[src/rtl/core/ppmenc_pkg.sv]
// ----------------------------------------------------------------------------
// ppmenc_pkg
// Shared constants, register indexes and types of the PPM frame encoder.
// ----------------------------------------------------------------------------
package ppmenc_pkg;

    // channel store geometry
    localparam int CHANNELS = 8;
    localparam int CH_W     = $clog2(CHANNELS);
    localparam int SEGMENTS = 2 * CHANNELS + 2;

    // field widths
    localparam int SAMPLE_W = 12;
    localparam int SEG_W    = 5;
    localparam int SLOT_W   = 11;
    localparam int PERIOD_W = 16;
    localparam int GAP_W    = 10;
    localparam int MASK_W   = 8;
    localparam int SUM_W    = 15;
    localparam int CFG_IDX_W  = 2;
    localparam int CFG_DATA_W = 16;

    // last segment of a frame: high sync
    localparam logic [SEG_W-1:0] SEG_SYNC = SEG_W'(SEGMENTS - 1);

    // configuration register indexes
    localparam logic [CFG_IDX_W-1:0] REG_REVERSE_MASK = 2'd0;
    localparam logic [CFG_IDX_W-1:0] REG_FRAME_PERIOD = 2'd1;
    localparam logic [CFG_IDX_W-1:0] REG_GAP          = 2'd2;

    // register reset values
    localparam logic [MASK_W-1:0]   RESET_REVERSE_MASK = 8'd6;
    localparam logic [PERIOD_W-1:0] RESET_FRAME_PERIOD = 16'd20000;
    localparam logic [GAP_W-1:0]    RESET_GAP          = 10'd500;

    // sample store reset: centre stick on the lower channels, zero above
    localparam int                   RESET_CENTRE_CHANNELS = 4;
    localparam logic [SAMPLE_W-1:0]  RESET_SAMPLE_CENTRE   = 12'd2048;
    localparam logic [SAMPLE_W-1:0]  RESET_SAMPLE_OTHER    = 12'd0;

    // slot mapping constants
    localparam logic [SAMPLE_W-1:0] SAMPLE_MID = 12'd2047;
    localparam logic [SLOT_W:0]     SLOT_BASE_LO = 12'd1000;
    localparam logic [SLOT_W:0]     SLOT_BASE_HI = 12'd1500;
    localparam logic [SLOT_W:0]     SLOT_MIRROR  = 12'd3000;

    // one result word
    typedef struct packed {
        logic             ppm_level;
        logic [SEG_W-1:0] segment_index;
        logic             frame_start;
    } result_t;

endpackage

[src/rtl/core/ppm_frame_encoder.sv]
// ----------------------------------------------------------------------------
// ppm_frame_encoder
// Radio-control PPM frame generator: sample writes fill an eight-entry store,
// microsecond ticks walk through gap, pulse and sync segments.
// ----------------------------------------------------------------------------
//  channel   | handshake             | payload
//  ----------+-----------------------+-----------------------------------------
//  input     | s_valid / s_ready     | s_mode, s_channel, s_sample
//  result    | m_valid / m_ready     | m_ppm_level, m_segment_index, m_frame_start
//  config    | cfg_valid / cfg_ready | cfg_index, cfg_data
//
//  One word per cycle is accepted while s_ready is high; its result is registered.
//  The sample store is read every cycle at the channel of the next pulse, so
//  the slot is ready when the pulse starts; a same-cycle write to it is forwarded.
//  Reset clears control state and the store's valid bits; no clearing pass.
//  An output register plus one skid word: s_ready falls only when both are full.
//  cfg_ready is always high.
// ----------------------------------------------------------------------------
module ppm_frame_encoder (
    input  logic                              aclk,
    input  logic                              aresetn,
    // input words
    input  logic                              s_valid,
    output logic                              s_ready,
    input  logic                              s_mode,
    input  logic [2:0]                        s_channel,
    input  logic [ppmenc_pkg::SAMPLE_W-1:0]   s_sample,
    // result words
    output logic                              m_valid,
    input  logic                              m_ready,
    output logic                              m_ppm_level,
    output logic [ppmenc_pkg::SEG_W-1:0]      m_segment_index,
    output logic                              m_frame_start,
    // configuration writes
    input  logic                              cfg_valid,
    output logic                              cfg_ready,
    input  logic [ppmenc_pkg::CFG_IDX_W-1:0]  cfg_index,
    input  logic [ppmenc_pkg::CFG_DATA_W-1:0] cfg_data
);

    // configuration registers
    logic [ppmenc_pkg::MASK_W-1:0]   reverse_mask_reg;
    logic [ppmenc_pkg::PERIOD_W-1:0] frame_period_reg;
    logic [ppmenc_pkg::GAP_W-1:0]    gap_reg;

    // frame state
    logic [ppmenc_pkg::SEG_W-1:0]    seg_reg, seg_next;
    logic [ppmenc_pkg::PERIOD_W-1:0] elapsed_reg, elapsed_next;
    logic [ppmenc_pkg::PERIOD_W-1:0] seg_len_reg, seg_len_next;
    logic [ppmenc_pkg::SUM_W-1:0]    slot_sum_reg, slot_sum_next;
    logic                            level_reg, level_next;

    // store access
    logic                              accept;
    logic                              tick;
    logic                              wr_en;
    logic [ppmenc_pkg::CH_W-1:0]       wr_addr;
    logic [ppmenc_pkg::CH_W-1:0]       rd_addr;
    logic [ppmenc_pkg::CH_W-1:0]       rd_addr_reg;
    logic [ppmenc_pkg::SAMPLE_W-1:0]   ram_q;
    logic [ppmenc_pkg::CHANNELS-1:0]   valid_reg;
    logic                              rd_valid_reg;
    logic                              byp_hit_reg;
    logic [ppmenc_pkg::SAMPLE_W-1:0]   byp_data_reg;
    logic [ppmenc_pkg::SAMPLE_W-1:0]   cur_sample;
    logic [ppmenc_pkg::SLOT_W-1:0]     cur_slot;

    // segment step
    logic [ppmenc_pkg::PERIOD_W-1:0] elapsed_inc;
    logic                            advance;
    logic [ppmenc_pkg::SEG_W-1:0]    seg_new;
    logic signed [ppmenc_pkg::PERIOD_W+1:0] sync_diff;
    logic signed [ppmenc_pkg::SLOT_W+1:0]   pulse_diff;

    // output staging
    ppmenc_pkg::result_t res;
    ppmenc_pkg::result_t out_reg, skid_reg;
    logic                out_valid_reg, skid_valid_reg;
    logic                out_free;

    assign accept    = s_valid && s_ready;
    assign tick      = accept && s_mode;
    assign wr_en     = accept && !s_mode &&
                       ({1'b0, s_channel} < 4'(ppmenc_pkg::CHANNELS));
    assign wr_addr   = s_channel[ppmenc_pkg::CH_W-1:0];
    assign cfg_ready = 1'b1;

    // configuration write port
    always_ff @(posedge aclk) begin
        if (!aresetn) begin
            reverse_mask_reg <= ppmenc_pkg::RESET_REVERSE_MASK;
            frame_period_reg <= ppmenc_pkg::RESET_FRAME_PERIOD;
            gap_reg          <= ppmenc_pkg::RESET_GAP;
        end else if (cfg_valid && cfg_ready) begin
            case (cfg_index)
                ppmenc_pkg::REG_REVERSE_MASK:
                    reverse_mask_reg <= cfg_data[ppmenc_pkg::MASK_W-1:0];
                ppmenc_pkg::REG_FRAME_PERIOD:
                    frame_period_reg <= cfg_data[ppmenc_pkg::PERIOD_W-1:0];
                ppmenc_pkg::REG_GAP:
                    gap_reg <= cfg_data[ppmenc_pkg::GAP_W-1:0];
                default: ;
            endcase
        end
    end

    // sample store, read at the channel of the next pulse
    assign rd_addr = seg_next[ppmenc_pkg::CH_W:1];

    ppmenc_ram #(
        .WIDTH (ppmenc_pkg::SAMPLE_W),
        .DEPTH (ppmenc_pkg::CHANNELS)
    ) u_store (
        .aclk    (aclk),
        .wr_en   (wr_en),
        .wr_addr (wr_addr),
        .wr_data (s_sample),
        .rd_addr (rd_addr),
        .rd_data (ram_q)
    );

    // per-entry valid bits; a never-written entry reads as its reset value
    always_ff @(posedge aclk) begin
        if (!aresetn) begin
            valid_reg <= '0;
        end else if (wr_en) begin
            valid_reg[wr_addr] <= 1'b1;
        end
    end

    // read side tracking and write forwarding
    always_ff @(posedge aclk) begin
        rd_addr_reg  <= rd_addr;
        rd_valid_reg <= valid_reg[rd_addr];
        byp_hit_reg  <= wr_en && (wr_addr == rd_addr);
        byp_data_reg <= s_sample;
    end

    always_comb begin
        if (byp_hit_reg) begin
            cur_sample = byp_data_reg;
        end else if (rd_valid_reg) begin
            cur_sample = ram_q;
        end else if (32'(rd_addr_reg) < ppmenc_pkg::RESET_CENTRE_CHANNELS) begin
            cur_sample = ppmenc_pkg::RESET_SAMPLE_CENTRE;
        end else begin
            cur_sample = ppmenc_pkg::RESET_SAMPLE_OTHER;
        end
    end

    ppmenc_slot_map u_slot_map (
        .sample  (cur_sample),
        .reverse (reverse_mask_reg[rd_addr_reg]),
        .slot    (cur_slot)
    );

    // segment timing and length latch
    assign elapsed_inc = elapsed_reg + 1'b1;
    assign advance     = (elapsed_inc >= seg_len_reg) || (elapsed_inc == '0);
    assign seg_new     = (seg_reg == ppmenc_pkg::SEG_SYNC) ? '0 : seg_reg + 1'b1;
    assign sync_diff   = $signed({2'b00, frame_period_reg})
                       - $signed({3'b000, slot_sum_reg});
    assign pulse_diff  = $signed({2'b00, cur_slot})
                       - $signed({3'b000, gap_reg});

    always_comb begin
        seg_next      = seg_reg;
        elapsed_next  = elapsed_reg;
        seg_len_next  = seg_len_reg;
        slot_sum_next = slot_sum_reg;
        level_next    = level_reg;
        if (tick) begin
            elapsed_next = elapsed_inc;
            if (advance) begin
                elapsed_next = '0;
                seg_next     = seg_new;
                level_next   = seg_new[0];
                if (seg_new == '0) begin
                    slot_sum_next = '0;
                end
                if (seg_new == ppmenc_pkg::SEG_SYNC) begin
                    // sync lasts the frame period less the summed slots, at least one tick
                    if (sync_diff <= 0) begin
                        seg_len_next = 16'd1;
                    end else begin
                        seg_len_next = sync_diff[ppmenc_pkg::PERIOD_W-1:0];
                    end
                end else if (seg_new[0]) begin
                    // channel pulse: slot minus the preceding gap
                    slot_sum_next = slot_sum_reg + ppmenc_pkg::SUM_W'(cur_slot);
                    if (pulse_diff <= 0) begin
                        seg_len_next = 16'd1;
                    end else begin
                        seg_len_next = 16'(pulse_diff[ppmenc_pkg::SLOT_W-1:0]);
                    end
                end else begin
                    if (gap_reg == '0) begin
                        seg_len_next = 16'd1;
                    end else begin
                        seg_len_next = 16'(gap_reg);
                    end
                end
            end
        end
    end

    always_ff @(posedge aclk) begin
        if (!aresetn) begin
            seg_reg      <= '0;
            elapsed_reg  <= '0;
            seg_len_reg  <= 16'(ppmenc_pkg::RESET_GAP);
            slot_sum_reg <= '0;
            level_reg    <= 1'b0;
        end else begin
            seg_reg      <= seg_next;
            elapsed_reg  <= elapsed_next;
            seg_len_reg  <= seg_len_next;
            slot_sum_reg <= slot_sum_next;
            level_reg    <= level_next;
        end
    end

    // result word: state before this word's update
    always_comb begin
        res.ppm_level     = level_reg;
        res.segment_index = seg_reg;
        res.frame_start   = s_mode && (seg_reg == '0) && (elapsed_reg == '0);
    end

    // output register with one skid word
    assign out_free = !out_valid_reg || m_ready;
    assign s_ready  = !skid_valid_reg;

    always_ff @(posedge aclk) begin
        if (!aresetn) begin
            out_valid_reg  <= 1'b0;
            skid_valid_reg <= 1'b0;
        end else if (out_free) begin
            if (skid_valid_reg) begin
                out_valid_reg  <= 1'b1;
                skid_valid_reg <= accept;
            end else begin
                out_valid_reg  <= accept;
            end
        end else if (accept) begin
            skid_valid_reg <= 1'b1;
        end
    end

    always_ff @(posedge aclk) begin
        if (out_free) begin
            if (skid_valid_reg) begin
                out_reg <= skid_reg;
                if (accept) begin
                    skid_reg <= res;
                end
            end else if (accept) begin
                out_reg <= res;
            end
        end else if (accept) begin
            skid_reg <= res;
        end
    end

    assign m_valid         = out_valid_reg;
    assign m_ppm_level     = out_reg.ppm_level;
    assign m_segment_index = out_reg.segment_index;
    assign m_frame_start   = out_reg.frame_start;

endmodule

[src/rtl/core/ppmenc_ram.sv]
// ----------------------------------------------------------------------------
// ppmenc_ram
// Generic single-write, single-read RAM with registered read (read-first).
// ----------------------------------------------------------------------------
module ppmenc_ram #(
    parameter int WIDTH = 12,
    parameter int DEPTH = 8
) (
    input  logic                     aclk,
    input  logic                     wr_en,
    input  logic [$clog2(DEPTH)-1:0] wr_addr,
    input  logic [WIDTH-1:0]         wr_data,
    input  logic [$clog2(DEPTH)-1:0] rd_addr,
    output logic [WIDTH-1:0]         rd_data
);

    logic [WIDTH-1:0] mem [DEPTH];

    // write port
    always_ff @(posedge aclk) begin
        if (wr_en) begin
            mem[wr_addr] <= wr_data;
        end
    end

    // registered read, returns contents before a same-cycle write
    always_ff @(posedge aclk) begin
        rd_data <= mem[rd_addr];
    end

endmodule

[src/rtl/core/ppmenc_slot_map.sv]
// ----------------------------------------------------------------------------
// ppmenc_slot_map
// Maps a 12-bit stick sample to a 1000..2000 us slot, with optional mirror.
// ----------------------------------------------------------------------------
module ppmenc_slot_map (
    input  logic [ppmenc_pkg::SAMPLE_W-1:0] sample,
    input  logic                            reverse,
    output logic [ppmenc_pkg::SLOT_W-1:0]   slot
);

    logic                                 lower_half;
    logic [19:0]                          prod_lo;
    logic [8:0]                           hi_lo;
    logic [11:0]                          part_sum;
    logic [8:0]                           quot_lo;
    logic [ppmenc_pkg::SAMPLE_W-1:0]      diff_hi;
    logic [19:0]                          prod_hi;
    logic [ppmenc_pkg::SLOT_W:0]          slot_fwd;

    assign lower_half = (sample < ppmenc_pkg::SAMPLE_MID);

    // lower half: floor(s*500/2047); x = a*2048 + b gives q = a + ((a+b) >= 2047)
    assign prod_lo  = 20'(sample[10:0]) * 20'd500;
    assign hi_lo    = prod_lo[19:11];
    assign part_sum = 12'(hi_lo) + 12'(prod_lo[10:0]);
    assign quot_lo  = hi_lo + 9'(part_sum >= 12'(ppmenc_pkg::SAMPLE_MID));

    // upper half: floor((s-2047)*500/2048) is a shift
    assign diff_hi = sample - ppmenc_pkg::SAMPLE_MID;
    assign prod_hi = 20'(diff_hi) * 20'd500;

    // select half, then mirror about 1500 when reverse is set
    always_comb begin
        if (lower_half) begin
            slot_fwd = ppmenc_pkg::SLOT_BASE_LO + 12'(quot_lo);
        end else begin
            slot_fwd = ppmenc_pkg::SLOT_BASE_HI + 12'(prod_hi[19:11]);
        end
        if (reverse) begin
            slot = ppmenc_pkg::SLOT_W'(ppmenc_pkg::SLOT_MIRROR - slot_fwd);
        end else begin
            slot = ppmenc_pkg::SLOT_W'(slot_fwd);
        end
    end

endmodule

[config.mk]
export PLATFORM = sky130hd
export DESIGN_NAME = ppm_frame_encoder
export DESIGN_NICKNAME = d
export VERILOG_FILES = /design/src/rtl/core/ppmenc_pkg.sv /design/src/rtl/core/ppm_frame_encoder.sv /design/src/rtl/core/ppmenc_ram.sv /design/src/rtl/core/ppmenc_slot_map.sv
export SDC_FILE = /design/constraint.sdc
export NUM_CORES = 1
export LEC_CHECK = 0
export ABC_CLOCK_PERIOD_IN_PS = 25200
export BUFFER_PORTS_ARGS = -buffer_cell sky130_fd_sc_hd__buf_2
export CORE_MARGIN = 10
export CORE_UTILIZATION = 50
export CTS_BUF_LIST = sky130_fd_sc_hd__clkbuf_8
export DETAILED_ROUTE_END_ITERATION = 12
export GPL_ROUTABILITY_DRIVEN = 0
export PLACE_DENSITY = 0.66
export SETUP_SLACK_MARGIN = 0.1
export SYNTH_ARGS = -nofsm -noshare
export SYNTH_HDL_FRONTEND = slang
export SYNTH_SLANG_ARGS = --single-unit
[constraint.sdc]
create_clock -name aclk -period 25.2 [get_ports aclk]
set_input_delay 1.26 -clock aclk [delete_from_list [all_inputs] [get_ports aclk]]
set_output_delay 1.26 -clock aclk [all_outputs]
set_load 0.005 [all_outputs]
; ---- Word-level counts from Yosys, hierarchy flattened
; Memory sizes are Yosys's and may differ from the RTL's. A register that Yosys moved wholly into a read port is not among the register bits.
; Cells that the tools add are included.
; W data, S select, Z words.
[totals]
n_memories = 1
ff_bits = 128
word_cells = 112
ramBits = 96
[memory_table]
columns = name, depth, word_bits, rd, rd_clocked_by_memory_dff, write_ports, line
row1 = u_store.mem, 8, 12, 1, 1, 1, ppmenc_ram.sv:17  ; logic [WIDTH-1:0] mem [DEPTH];
[op_classes]
bitwise_logic = 1
n_reduce_logical = 25
n_eq_ne = 6
addsub = 11
mux = 34
magnitude_cmp = 10
mul = 2
[op_table]
columns = operator, n
row1 = $mux W16, 4
row2 = $mux W15, 3
row3 = $mux W12, 3
row4 = $mux W7, 5
row5 = $mux W11, 3
row6 = $logic_not A16 Y1, 2
row7 = $mul A11 B7 Y18 const B, 1
row8 = $mul A12 B7 Y18 const B, 1
row9 = $le A17 B1 Y1 const B, 1
row10 = $sub A16 B15 Y17, 1
row11 = $add A16 B1 Y16 const B, 1
row12 = $ge A16 B16 Y1, 1
row13 = $add A15 B11 Y15, 1
row14 = $add A9 B11 Y12, 1
row15 = $ge A12 B11 Y1 const B, 1
row16 = $le A12 B1 Y1 const B, 1
row17 = $lt A12 B11 Y1 const B, 1
row18 = $lt A3 B4 Y1 const B, 3
row19 = $sub A11 B10 Y12, 1
row20 = $sub A12 B11 Y12 const B, 1
row21 = $add A10 B9 Y11 const A, 1
row22 = $add A11 B9 Y11 const A, 1
row23 = $sub A10 B11 Y11 const A, 1
row24 = $eq A5 B5 Y1 const B, 2
row25 = other kinds (23), 48

; ---- Depth between registers and ports, before layout
; Gate-level depths: netlist of run 1.
[logic_depth]
word_depth = 17
mapped_depth = 53
depth_no_buf = 50

; ---- Cells and area by module
; A second synthesis of run 1 with hierarchy kept.
[hier_totals]
hier_cells = 1725
area_unflattened_um2 = 17361.7
[modules_own_cells]
columns = mod, cells_each, area_per_inst_um2, instances, seq_area_each_um2
row1 = ppm_frame_encoder, 990, 8211.6, 1, 2622.5
row2 = ppmenc_slot_map, 571, 5162.5, 1, 0.0
row3 = ppmenc_ram, 164, 3987.6, 1, 3123.0

; ---- Worst setup path after synthesis of run 1
; No wires, ideal clock.
[synth_path]
path_type = register to register
start = register byp_hit_reg
end = register seg_len_reg[7] (netlist name)
t_required_ps = 25055
t_arrival_ps = 10562
period_less_slack_ps = 10707
stages_incl_launch_ff = 53
setup_time_ps = 145
slack_ps = 14493
path_cell_list = dfxtp_1 buf_6 clkbuf_1 a22oi_1 inv_1 fa_1 inv_1 fa_1 inv_1 fa_1 inv_1 fa_1 inv_1 ha_1 a21oi_1 o211ai_4 a41oi_1 xor2_2 [... 17 more ...] a31o_2 a211o_1 a211oi_1 nor3_1 nor3_1 nor2_1 xor2_1 ha_1 nand2_1 nor2_1 a2111oi_0 nand3_1 or4_1 o21ai_0 a21bo_1 buf_6 nand4_1 o2111ai_1
[synth_between]
elab_chain_cells = 14
elab_cells_between_ends = 18
classes_between = add/sub (7) / mul (2) / order compare (3) / mux (6)
[synth_lines]
columns = item, line
row1 = from (decl), ppm_frame_encoder.sv:63  ; logic byp_hit_reg;
row2 = from (signal assigned), ppm_frame_encoder.sv:135  ; byp_hit_reg <= wr_en && (wr_addr == rd_addr);
row3 = $mux W12 (*), ppm_frame_encoder.sv:140  ; if (byp_hit_reg) begin
row4 = $mul A11 B7 Y18, ppmenc_slot_map.sv:23  ; assign prod_lo = 20'(sample[10:0]) * 20'd500;
row5 = $add A9 B11 Y12, ppmenc_slot_map.sv:25  ; assign part_sum = 12'(hi_lo) + 12'(prod_lo[10:0]);
row6 = $ge A12 B11 Y1, ppmenc_slot_map.sv:26  ; assign quot_lo = hi_lo + 9'(part_sum >= 12'(ppmenc_pkg::SAMPLE_MID));
row7 = $add A9 B1 Y9, ppmenc_slot_map.sv:26
row8 = $add A10 B9 Y11, ppmenc_slot_map.sv:35  ; slot_fwd = ppmenc_pkg::SLOT_BASE_LO + 12'(quot_lo);
row9 = $mux W11 (*), ppmenc_slot_map.sv:34  ; if (lower_half) begin
row10 = $sub A10 B11 Y11, ppmenc_slot_map.sv:40  ; slot = ppmenc_pkg::SLOT_W'(ppmenc_pkg::SLOT_MIRROR - slot_fwd);
row11 = $mux W11 (*), ppmenc_slot_map.sv:39  ; if (reverse) begin
row12 = $sub A11 B10 Y12 (*), ppm_frame_encoder.sv:164  ; - $signed({3'b000, gap_reg});
row13 = $le A12 B1 Y1, ppm_frame_encoder.sv:191  ; if (pulse_diff <= 0) begin
row14 = $mux W11 (*), ppm_frame_encoder.sv:191
row15 = $mux W16 (*), ppm_frame_encoder.sv:188  ; end else if (seg_new[0]) begin
row16 = $mux W16 (*), ppm_frame_encoder.sv:181  ; if (seg_new == ppmenc_pkg::SEG_SYNC) begin
row17 = to (signal assigned), ppm_frame_encoder.sv:211  ; seg_len_reg <= 16'(ppmenc_pkg::RESET_GAP);
row18 = to (signal assigned), ppm_frame_encoder.sv:217  ; seg_len_reg <= seg_len_next;
row19 = to (decl), ppm_frame_encoder.sv:49  ; logic [ppmenc_pkg::PERIOD_W-1:0] seg_len_reg, seg_len_next;
; Mark *: on every way between the ends. The rest lies on a longest branch, timed or not.
; A chain may end at the register's enable or synchronous reset.

; ---- Worst setup path in the final report of run 1
; Ends and elaborated chain as after synthesis.

==> results of run 1 <==
## how the worst max path moves through the flow
stage                start        endpoint  slack [ns]  depth (start not counted)
6_report       byp_hit_reg  seg_len_reg[7]       13.20                         50
5_1_grt        byp_hit_reg  seg_len_reg[7]       12.20                         50
4_1_cts        byp_hit_reg  seg_len_reg[7]       13.25                         50
3_5_place_dp   byp_hit_reg  seg_len_reg[7]       13.32                         50
3_3_place_gp   byp_hit_reg  seg_len_reg[7]       13.63                         50
2_1_floorplan  byp_hit_reg  seg_len_reg[7]       14.49                         52
## metrics by stage
stage                     area, sq um  std cells  power, mW  utilization  worst slack [ns]
after global placement          17600       2134      0.565        0.527             13.63
after floorplan                 16900       1681      0.527            -             14.49
final                           18300       2203      0.868        0.548             13.20
after detailed placement        17600       2134      0.568        0.527             13.32
after global routing            18300       2203      0.914        0.548             12.20
after CTS                       18300       2203      0.876        0.548             13.25
## final cells by class
cell class | count | area, sq um | area share
Tap cell | 448 | 561 | 0.0306
Sequential cell | 233 | 5750 | 0.313
Inverter | 175 | 659 | 0.0360
Timing Repair Buffer | 65 | 370 | 0.0202
Multi-Input combinational cell | 1213 | 10300 | 0.562
Clock buffer | 39 | 537 | 0.0293
Clock inverter | 30 | 161 | 0.00880
## layer usage
| metal | up-vias | wire, microns |
|---|---|---|
| li1 | 6070 | - |
| met1 | 6098 | 18800 |
| met2 | 281 | 17800 |
| met3 | 56 | 1650 |
| met4 | 2 | 702 |
| met5 | - | 12 |
## worst reg2reg max path, delay by kind of cell (launching register included)
family	cells	cell delay, ns
AND/OR/NAND/NOR	13	1.90
buffers and inverters	6	0.56
flip-flops	1	0.66
XOR/XNOR	3	0.70
adder cells (fa/ha/maj)	10	3.79
AO/OA/AOI/OAI	18	4.20
## cell usage in the layout, fill, tap and decap left out, types with 15 or more instances in the layout
cell type,instances
sky130_fd_sc_hd__buf_4,18
sky130_fd_sc_hd__a21o_1,31
sky130_fd_sc_hd__o21a_1,23
sky130_fd_sc_hd__nand2_1,119
sky130_fd_sc_hd__nor3_1,28
sky130_fd_sc_hd__a22oi_1,26
sky130_fd_sc_hd__mux4_2,15
sky130_fd_sc_hd__inv_1,191
sky130_fd_sc_hd__a21boi_0,25
sky130_fd_sc_hd__xnor2_1,56
sky130_fd_sc_hd__ha_1,150
sky130_fd_sc_hd__clkbuf_8,39
sky130_fd_sc_hd__mux2_2,60
sky130_fd_sc_hd__nand2b_1,18
sky130_fd_sc_hd__fa_1,73
sky130_fd_sc_hd__xor2_1,40
sky130_fd_sc_hd__nand4_1,19
sky130_fd_sc_hd__buf_2,47
sky130_fd_sc_hd__o211ai_1,16
sky130_fd_sc_hd__nor2_1,70
sky130_fd_sc_hd__edfxtp_1,108
sky130_fd_sc_hd__o21ai_0,60
sky130_fd_sc_hd__mux2i_1,19
sky130_fd_sc_hd__a21oi_1,70
sky130_fd_sc_hd__dfxtp_1,125
sky130_fd_sc_hd__nand3_1,41
sky130_fd_sc_hd__nor2b_1,44
## power groups by stage
stage	Sequential, mW	Combinational [mW]	Clock [mW]
4_1_cts	0.406	0.156	0.315
3_5_place_dp	0.414	0.154	0
5_1_grt	0.406	0.175	0.333
3_3_place_gp	0.414	0.151	0
2_1_floorplan	0.413	0.115	0
6_report	0.406	0.157	0.305
## kinds of logic after synthesis
kind of cell	Yosys count	synth area share
flops	233	0.339
simple gates	434	0.136
xor+xnor	99	0.0532
other cells	1	0.000221
buf+inv	235	0.0540
mux	94	0.0710
fa+ha+maj	223	0.197
compound gates	362	0.149
==> metrics.md, run 1 <==
| Metric | Value |
|---|---|
| Initial standard-cell utilization of the core | 0.506 |
| Most instantiated flip-flop cell in the synthesis netlist | sky130_fd_sc_hd__dfxtp_1 |
| # rows | 67 |
| Endpoints failing hold | 0 |
| Vias after detailed routing | 12.5k |
| Count of flip-flops with a built-in enable after synthesis | 108 |
| Net switching fraction of the power | 0.287 |
| Maximum fanout along the worst path | 18 |
| Top cells by area, synth | sky130_fd_sc_hd__edfxtp_1, sky130_fd_sc_hd__dfxtp_1, sky130_fd_sc_hd__ha_1 |
| Part of the power in combinational logic | 0.181 |
| Accumulated negative setup slack | 0 ns |
| Depth of the worst hold-timing path | 1 |
| Minimum period implied by the final worst setup slack | 12.00 ns |
| Share of power burned in registers | 0.468 |
| Worst Tran Pin Value | 1.10 ns |
| Number of buffers created by CTS | 38 |
| Hold crit path type | reg2reg |
| Result of the run | complete, no violations |
| Mapped cell area | 16900 sq um |
| Path depth of the worst reg2reg path | 50 |
| Data required time at the worst endpoint | 25.56 ns |
| Net count after synthesis | 1943 |
| Worst Hold Slack | 0.463 ns |
| Largest area contributor in the synthesized netlist | sky130_fd_sc_hd__edfxtp_1 |
| Largest net degree at the start of global routing | 99 |
| Most used standard cells in the synthesized netlist | sky130_fd_sc_hd__inv_1, sky130_fd_sc_hd__ha_1, sky130_fd_sc_hd__dfxtp_1 |
| Switching component of the power | 0.249 mW |
| Root buffer selected by CTS | sky130_fd_sc_hd__clkbuf_8 |
| Portion of the post-synthesis area used by sequential elements | 0.339 |
| Max Fclk | 83.4 MHz |
| Clock Pin Slew Worst Setup and Hold Paths | 0.06 ns |
| Source of the worst hold timing path | valid_reg[4] |
| Setup slack on the worst flop-to-flop path | 13.20 ns |
| Power density relative to cell area | 47.3 nW/um^2 |
| Nets@finish | 1988 |
| Number of I/O pins | 49 |
| CP top delay family | compound AO/OA/AOI/OAI gates |
| Port bufs | 47 |
| Max Clock Skew | 0.0222 ns |
| Fraction of layout cells with a size suffix above 1 | 0.132 |
| Via count normalized by instance count | 5.68 |
| Die Span Y | 204 microns |
| Worst max-slew margin expressed relative to the limit | 0.260 |
| First-pass DRT Iterations | 6 |
| Yosys warnings | 0 |
| Instance count of the mapped netlist | 1681 |
| Period utilization | 0.476 |
| Layer with the highest usage after global routing | met2 |
| Arrival time at the worst endpoint | 12.35 ns |
| Global-route total usage across every layer | 0.187 |
| Number of distinct library cells after synthesis | 100 |
| Die Width | 204 microns |
| Peak VDD IR | 0.0466 mV |
| Global-route wire length before repair | 64.1 mm |
| Share of async-settable or async-resettable flops after synthesis | 0 |
| Global Route met2 Usage | 0.300 |
| FF+latch count, synth | 233 |
| Leakage power total | 7.98 nW |
| Reg-to-reg startpoint | byp_hit_reg |
| Count of maximum capacitance violations | 0 |
| Routing usage on met3 | 0.0282 |
| Post-route DRC violation count | 0 |
| Die area | 41600 sq um |
| Diode count | 0 |
| Internal portion of total power | 0.619 mW |
| Number of pins exceeding their max-slew limit in the final report | 0 |
| Post-CTS Setup Inserts | 0 |
| Area of the placeable core | 33400 sq um |
| Clock tree buffer depth | 3 |
| Global-route congestion overflow total | 0 |
| Most repeated cell in the gate-level netlist after synthesis | sky130_fd_sc_hd__inv_1 |
| Worst skew pair latency | 0.54 ns |
| Worst reg2reg path endpoint | seg_len_reg[7] |
| Clock power share | 0.352 |
| Final Setup Violations | 0 |
| Detailed-placement wirelength estimate | 29.6 mm |
| Launching element type of the critical path | flop |
| Number of H-tree levels | 2 |
| Number of flip-flops under the largest register name | 96 |
| Detailed router's first-iteration violation count | 922 |
| Total clock sinks | 233 |
| Wirelength, routed | 39.0 mm |
| Antenna viol nets, final | 0 |
| GR Util met1 | 0.260 |
| Post-CTS Resized | 0 |
| Worst hold endpoint | valid_reg[4] |
| Setup repair after global routing missed its margin | no |
| Post-synthesis average cell area | 10.1 sq um |
| Register with the most flip-flops | u_store.mem |
| Number of hold buffers added after cts | 0 |
| Fillcell total | 2944 |
| Worst Path Buf+Inv | 6 |
| Critical Path Slowest Stage Cell | sky130_fd_sc_hd__dfxtp_1 |
| Routed length per instance | 17.7 microns |
| Area grow syn2layout | 8.23% |
| Endpoint kind of the worst setup timing path | flop |
| CTS tree | built |
| Most frequent CP cell | sky130_fd_sc_hd__ha_1 |
| Synth top area share | 0.191 |
| Setup Crit Path Kind | reg2reg |
| CP max stage delay | 0.66 ns |
| Number of global-route vias before repair | 12.5k |
| Initial antenna violation count | 1 |
Note: power is estimated with default switching activity, not from simulation.
==> run 2, diff against run 1 <==
Settings changed: ABC_CLOCK_PERIOD_IN_PS 25200 to 9800, PLACE_DENSITY 0.66 to 0.69.
Clock period 25.2 ns to 9.8 ns, I/O delays scaled along.
==> run 2 against run 1 <==
The flow now finishes with violations (negative setup slack). Register-to-register slack worse by 14 ns. Sequential power grew to 2.6 times the previous value. Critical path depth decreased by 3. Setup slack lost 14 ns. Worst hold slack got worse by 0.33 ns. Global-route usage increased by 1.1 points. Wire length up 7.3%. Final area grew 10%. Utilization rose by 5.6 points. Via count grew 6.8%. Clock skew down 0.0037 ns. Critical endpoint unchanged. Largest cell class unchanged.
==> metrics.md, run 2 (synthesis gave the netlist of run 1 again) <==
| Metric | Value |
|---|---|
| Termination of the worst setup path | seg_len_reg[7] |
| Post-route DRC violation count | 0 (unchanged) |
| Number of pins exceeding their max-slew limit in the final report | 0 (unchanged) |
| Worst reg2reg path endpoint | seg_len_reg[7] |
| Most common cell after layout, fill and taps aside | sky130_fd_sc_hd__buf_4 |
| Number of buffers created by CTS | 36 (-5.3%) |
| Worst path depth | 47 (-6.0%) |
| Die Width | 204 microns (unchanged) |
| Initial standard-cell utilization of the core | 0.506 (unchanged) |
| Clock tree buffer depth | 3 (unchanged) |
| First-pass DRT Iterations | 5 (-1) |
| Worst setup path startpoint | byp_hit_reg |
| Detailed router's first-iteration violation count | 881 (-4.4%) |
| Instance area at placement | 19000 sq um (+7.9%) |
| Setup WS pre-CTS | -0.697 ns (-14.02 ns) |
| Crit path setup slack, layout | -0.304 ns (-13.51 ns) |
| Endpoints failing hold | 0 (unchanged) |
| Area of the placeable core | 33400 sq um (unchanged) |
| Nets@finish | 2171 (+9.2%) |
| Port bufs | 47 (unchanged) |
| Arrival time at the worst endpoint | 10.48 ns (-1.87 ns) |
| Area grow syn2layout | 19.2% |
| Final Setup Violations | 10 (+10) |
| Number of flip-flops under the largest register name | 96 (unchanged) |
| Count of maximum capacitance violations | 0 (unchanged) |
| Vias after detailed routing | 13.4k (+6.8%) |
| Maximum fanout along the worst path | 7 (-11) |
| Wirelength, routed | 41.8 mm (+7.3%) |
| Source of the worst hold timing path | s_sample[1] |
| Worst max-slew margin expressed relative to the limit | 0.220 (-0.0404) |
| Post-layout utilization of the core | 0.604 (+0.0557) |
| Max Fclk | 99.0 MHz (+19%) |
| CP top delay family | compound AO/OA/AOI/OAI gates |
| Worst Tran Pin Value | 1.14 ns (+0.0355 ns) |
| Initial antenna violation count | 0 (-1) |
| Antenna viol nets, final | 0 (unchanged) |
| Worst Path Buf+Inv | 6 (unchanged) |
| Most frequent CP cell | sky130_fd_sc_hd__fa_1 |
| Leakage power total | 8.91 nW (+12%) |
| Final Non-Filler Cells | 2385 (+8.3%) |
| Detailed-placement wirelength estimate | 31.3 mm (+5.9%) |
| Total clock sinks | 233 (unchanged) |
| Power density relative to cell area | 117 nW/um^2 (+150%) |
| Critical Path Slowest Stage Cell | sky130_fd_sc_hd__or4_4 |
| Internal portion of total power | 1.69 mW (+170%) |
| Highest-count cells in the layout ignoring fill and taps | sky130_fd_sc_hd__buf_4, sky130_fd_sc_hd__inv_1, sky130_fd_sc_hd__ha_1 |
| Part of the power in combinational logic | 0.241 (+0.060) |
| CP max stage delay | 0.57 ns (-0.09 ns) |
| Number of I/O pins | 49 (unchanged) |
| Minimum period implied by the final worst setup slack | 10.10 ns (-1.89 ns) |
| Global-route total usage across every layer | 0.198 (+0.0112) |
| Setup Crit Path Kind | reg2reg |
| Clock power share | 0.319 (-0.033) |
| Violations in the final reports | negative setup slack |
| Result of the run | finished, violations left |
| Switching component of the power | 0.682 mW (+170%) |
| CTS tree | built |
| Routed length per instance | 17.5 microns (-0.88%) |
| Global-route congestion overflow total | 0 (unchanged) |
| Largest net degree at the start of global routing | 99 (unchanged) |
| Worst Hold Slack | 0.136 ns (-0.327 ns) |
| Setup slack on the worst flop-to-flop path | -0.30 ns (-13.51 ns) |
| Diode count | 0 (unchanged) |
| Endpoint kind of the worst setup timing path | flop |
| Fraction of layout cells with a size suffix above 1 | 0.250 (+0.119) |
| Net switching fraction of the power | 0.288 (+0.00135) |
| Via count normalized by instance count | 5.60 (-1.3%) |
| Period utilization | 1.03 (+0.555) |
| Number of hold buffers added after cts | 0 (unchanged) |
| Fillcell total | 2757 (-6.4%) |
| Finished Cell Area | 20200 sq um (+10%) |
| Root buffer selected by CTS | sky130_fd_sc_hd__clkbuf_8 |
| Share of power burned in registers | 0.440 (-0.028) |
| Register with the most flip-flops | u_store.mem |
| Clock Pin Slew Worst Setup and Hold Paths | 0.06 ns (about the same) |
| Worst skew pair latency | 0.56 ns (+0.02 ns) |
| Global-route wire length before repair | 67.4 mm (+5.1%) |
| Number of H-tree levels | 2 (unchanged) |
| Placed cell count | 2290 (+7.3%) |
| Die area | 41600 sq um (unchanged) |
| Path depth of the worst reg2reg path | 47 (-6.0%) |
| # rows | 67 (unchanged) |
| Max Clock Skew | 0.0185 ns (-0.00370 ns) |
| Reg-to-reg startpoint | byp_hit_reg |
| Setup repair after global routing missed its margin | yes |
| Launching element type of the critical path | flop |
| Peak VDD IR | 0.108 mV (+130%) |
| Hold crit path type | in2reg |
| Die Span Y | 204 microns (unchanged) |
| Data required time at the worst endpoint | 10.18 ns (-15.38 ns) |
| Number of global-route vias before repair | 13.4k (+6.9%) |
run 2: area by class of cell:
class / count / area (sq um) / share of cell area
clock inverters: 27 / 138 / 0.00681
multi-input cells: 1214 / 10800 / 0.532
clock buffers: 39 / 537 / 0.0266
well taps: 448 / 561 / 0.0277
inverters: 175 / 659 / 0.0326
repair buffers: 249 / 1800 / 0.0891
flip-flops and latches: 233 / 5750 / 0.285
run 2: worst reg2reg max path: cells and delay by family, from the launching register on:
| family | cells | cell delay, ns |
|---|---|---|
| AO/OA/AOI/OAI | 16 | 3.50 |
| XOR/XNOR | 3 | 0.50 |
| adder cells (fa/ha/maj) | 9 | 3.41 |
| buffers and inverters | 6 | 0.43 |
| flip-flops | 1 | 0.38 |
| AND/OR/NAND/NOR | 13 | 1.74 |
run 2: layer usage:
layer / global-route usage / vias to the layer above / share of wire
met5: 0 / - / 0
met4: 0.0632 / 0 / 0.024
met3: 0.0290 / 80 / 0.049
met2: 0.327 / 344 / 0.47
met1: 0.262 / 6485 / 0.45
li1: - / 6454 / -
run 2: through the flow:
stage          setup TNS (ns)  power, mW
2_1_floorplan               0       1.37
5_1_grt                 -7.54       2.48
4_1_cts                -0.885       2.36
3_5_place_dp            -6.62       1.57
6_report                -2.07       2.37
3_3_place_gp            -2.61       1.56
run 2: power groups by stage:
stage	Sequential (mW)	Clock [mW]	Combinational [mW]
2_1_floorplan	1.06	0	0.306
3_3_place_gp	1.06	0	0.495
3_5_place_dp	1.06	0	0.504
4_1_cts	1.04	0.771	0.542
5_1_grt	1.04	0.814	0.625
6_report	1.04	0.755	0.571
run 2: worst min path at each step:
stage,endpoint,depth (start not counted),slack [ns]
6_report,byp_data_reg[1],1,0.14
5_1_grt,byp_data_reg[11],1,0.12
3_3_place_gp,valid_reg[0],1,0.44
4_1_cts,byp_data_reg[11],1,0.10
2_1_floorplan,skid_reg[3],0,0.41
3_5_place_dp,valid_reg[6],1,0.45
run 2: timing repair:
item	CTS	global route
endpoints found under the setup margin	14	17
resized for setup	24	31
buffers inserted	23	4
gates cloned	2	0
endpoints found under the hold margin	0	0
pin swaps	20	18
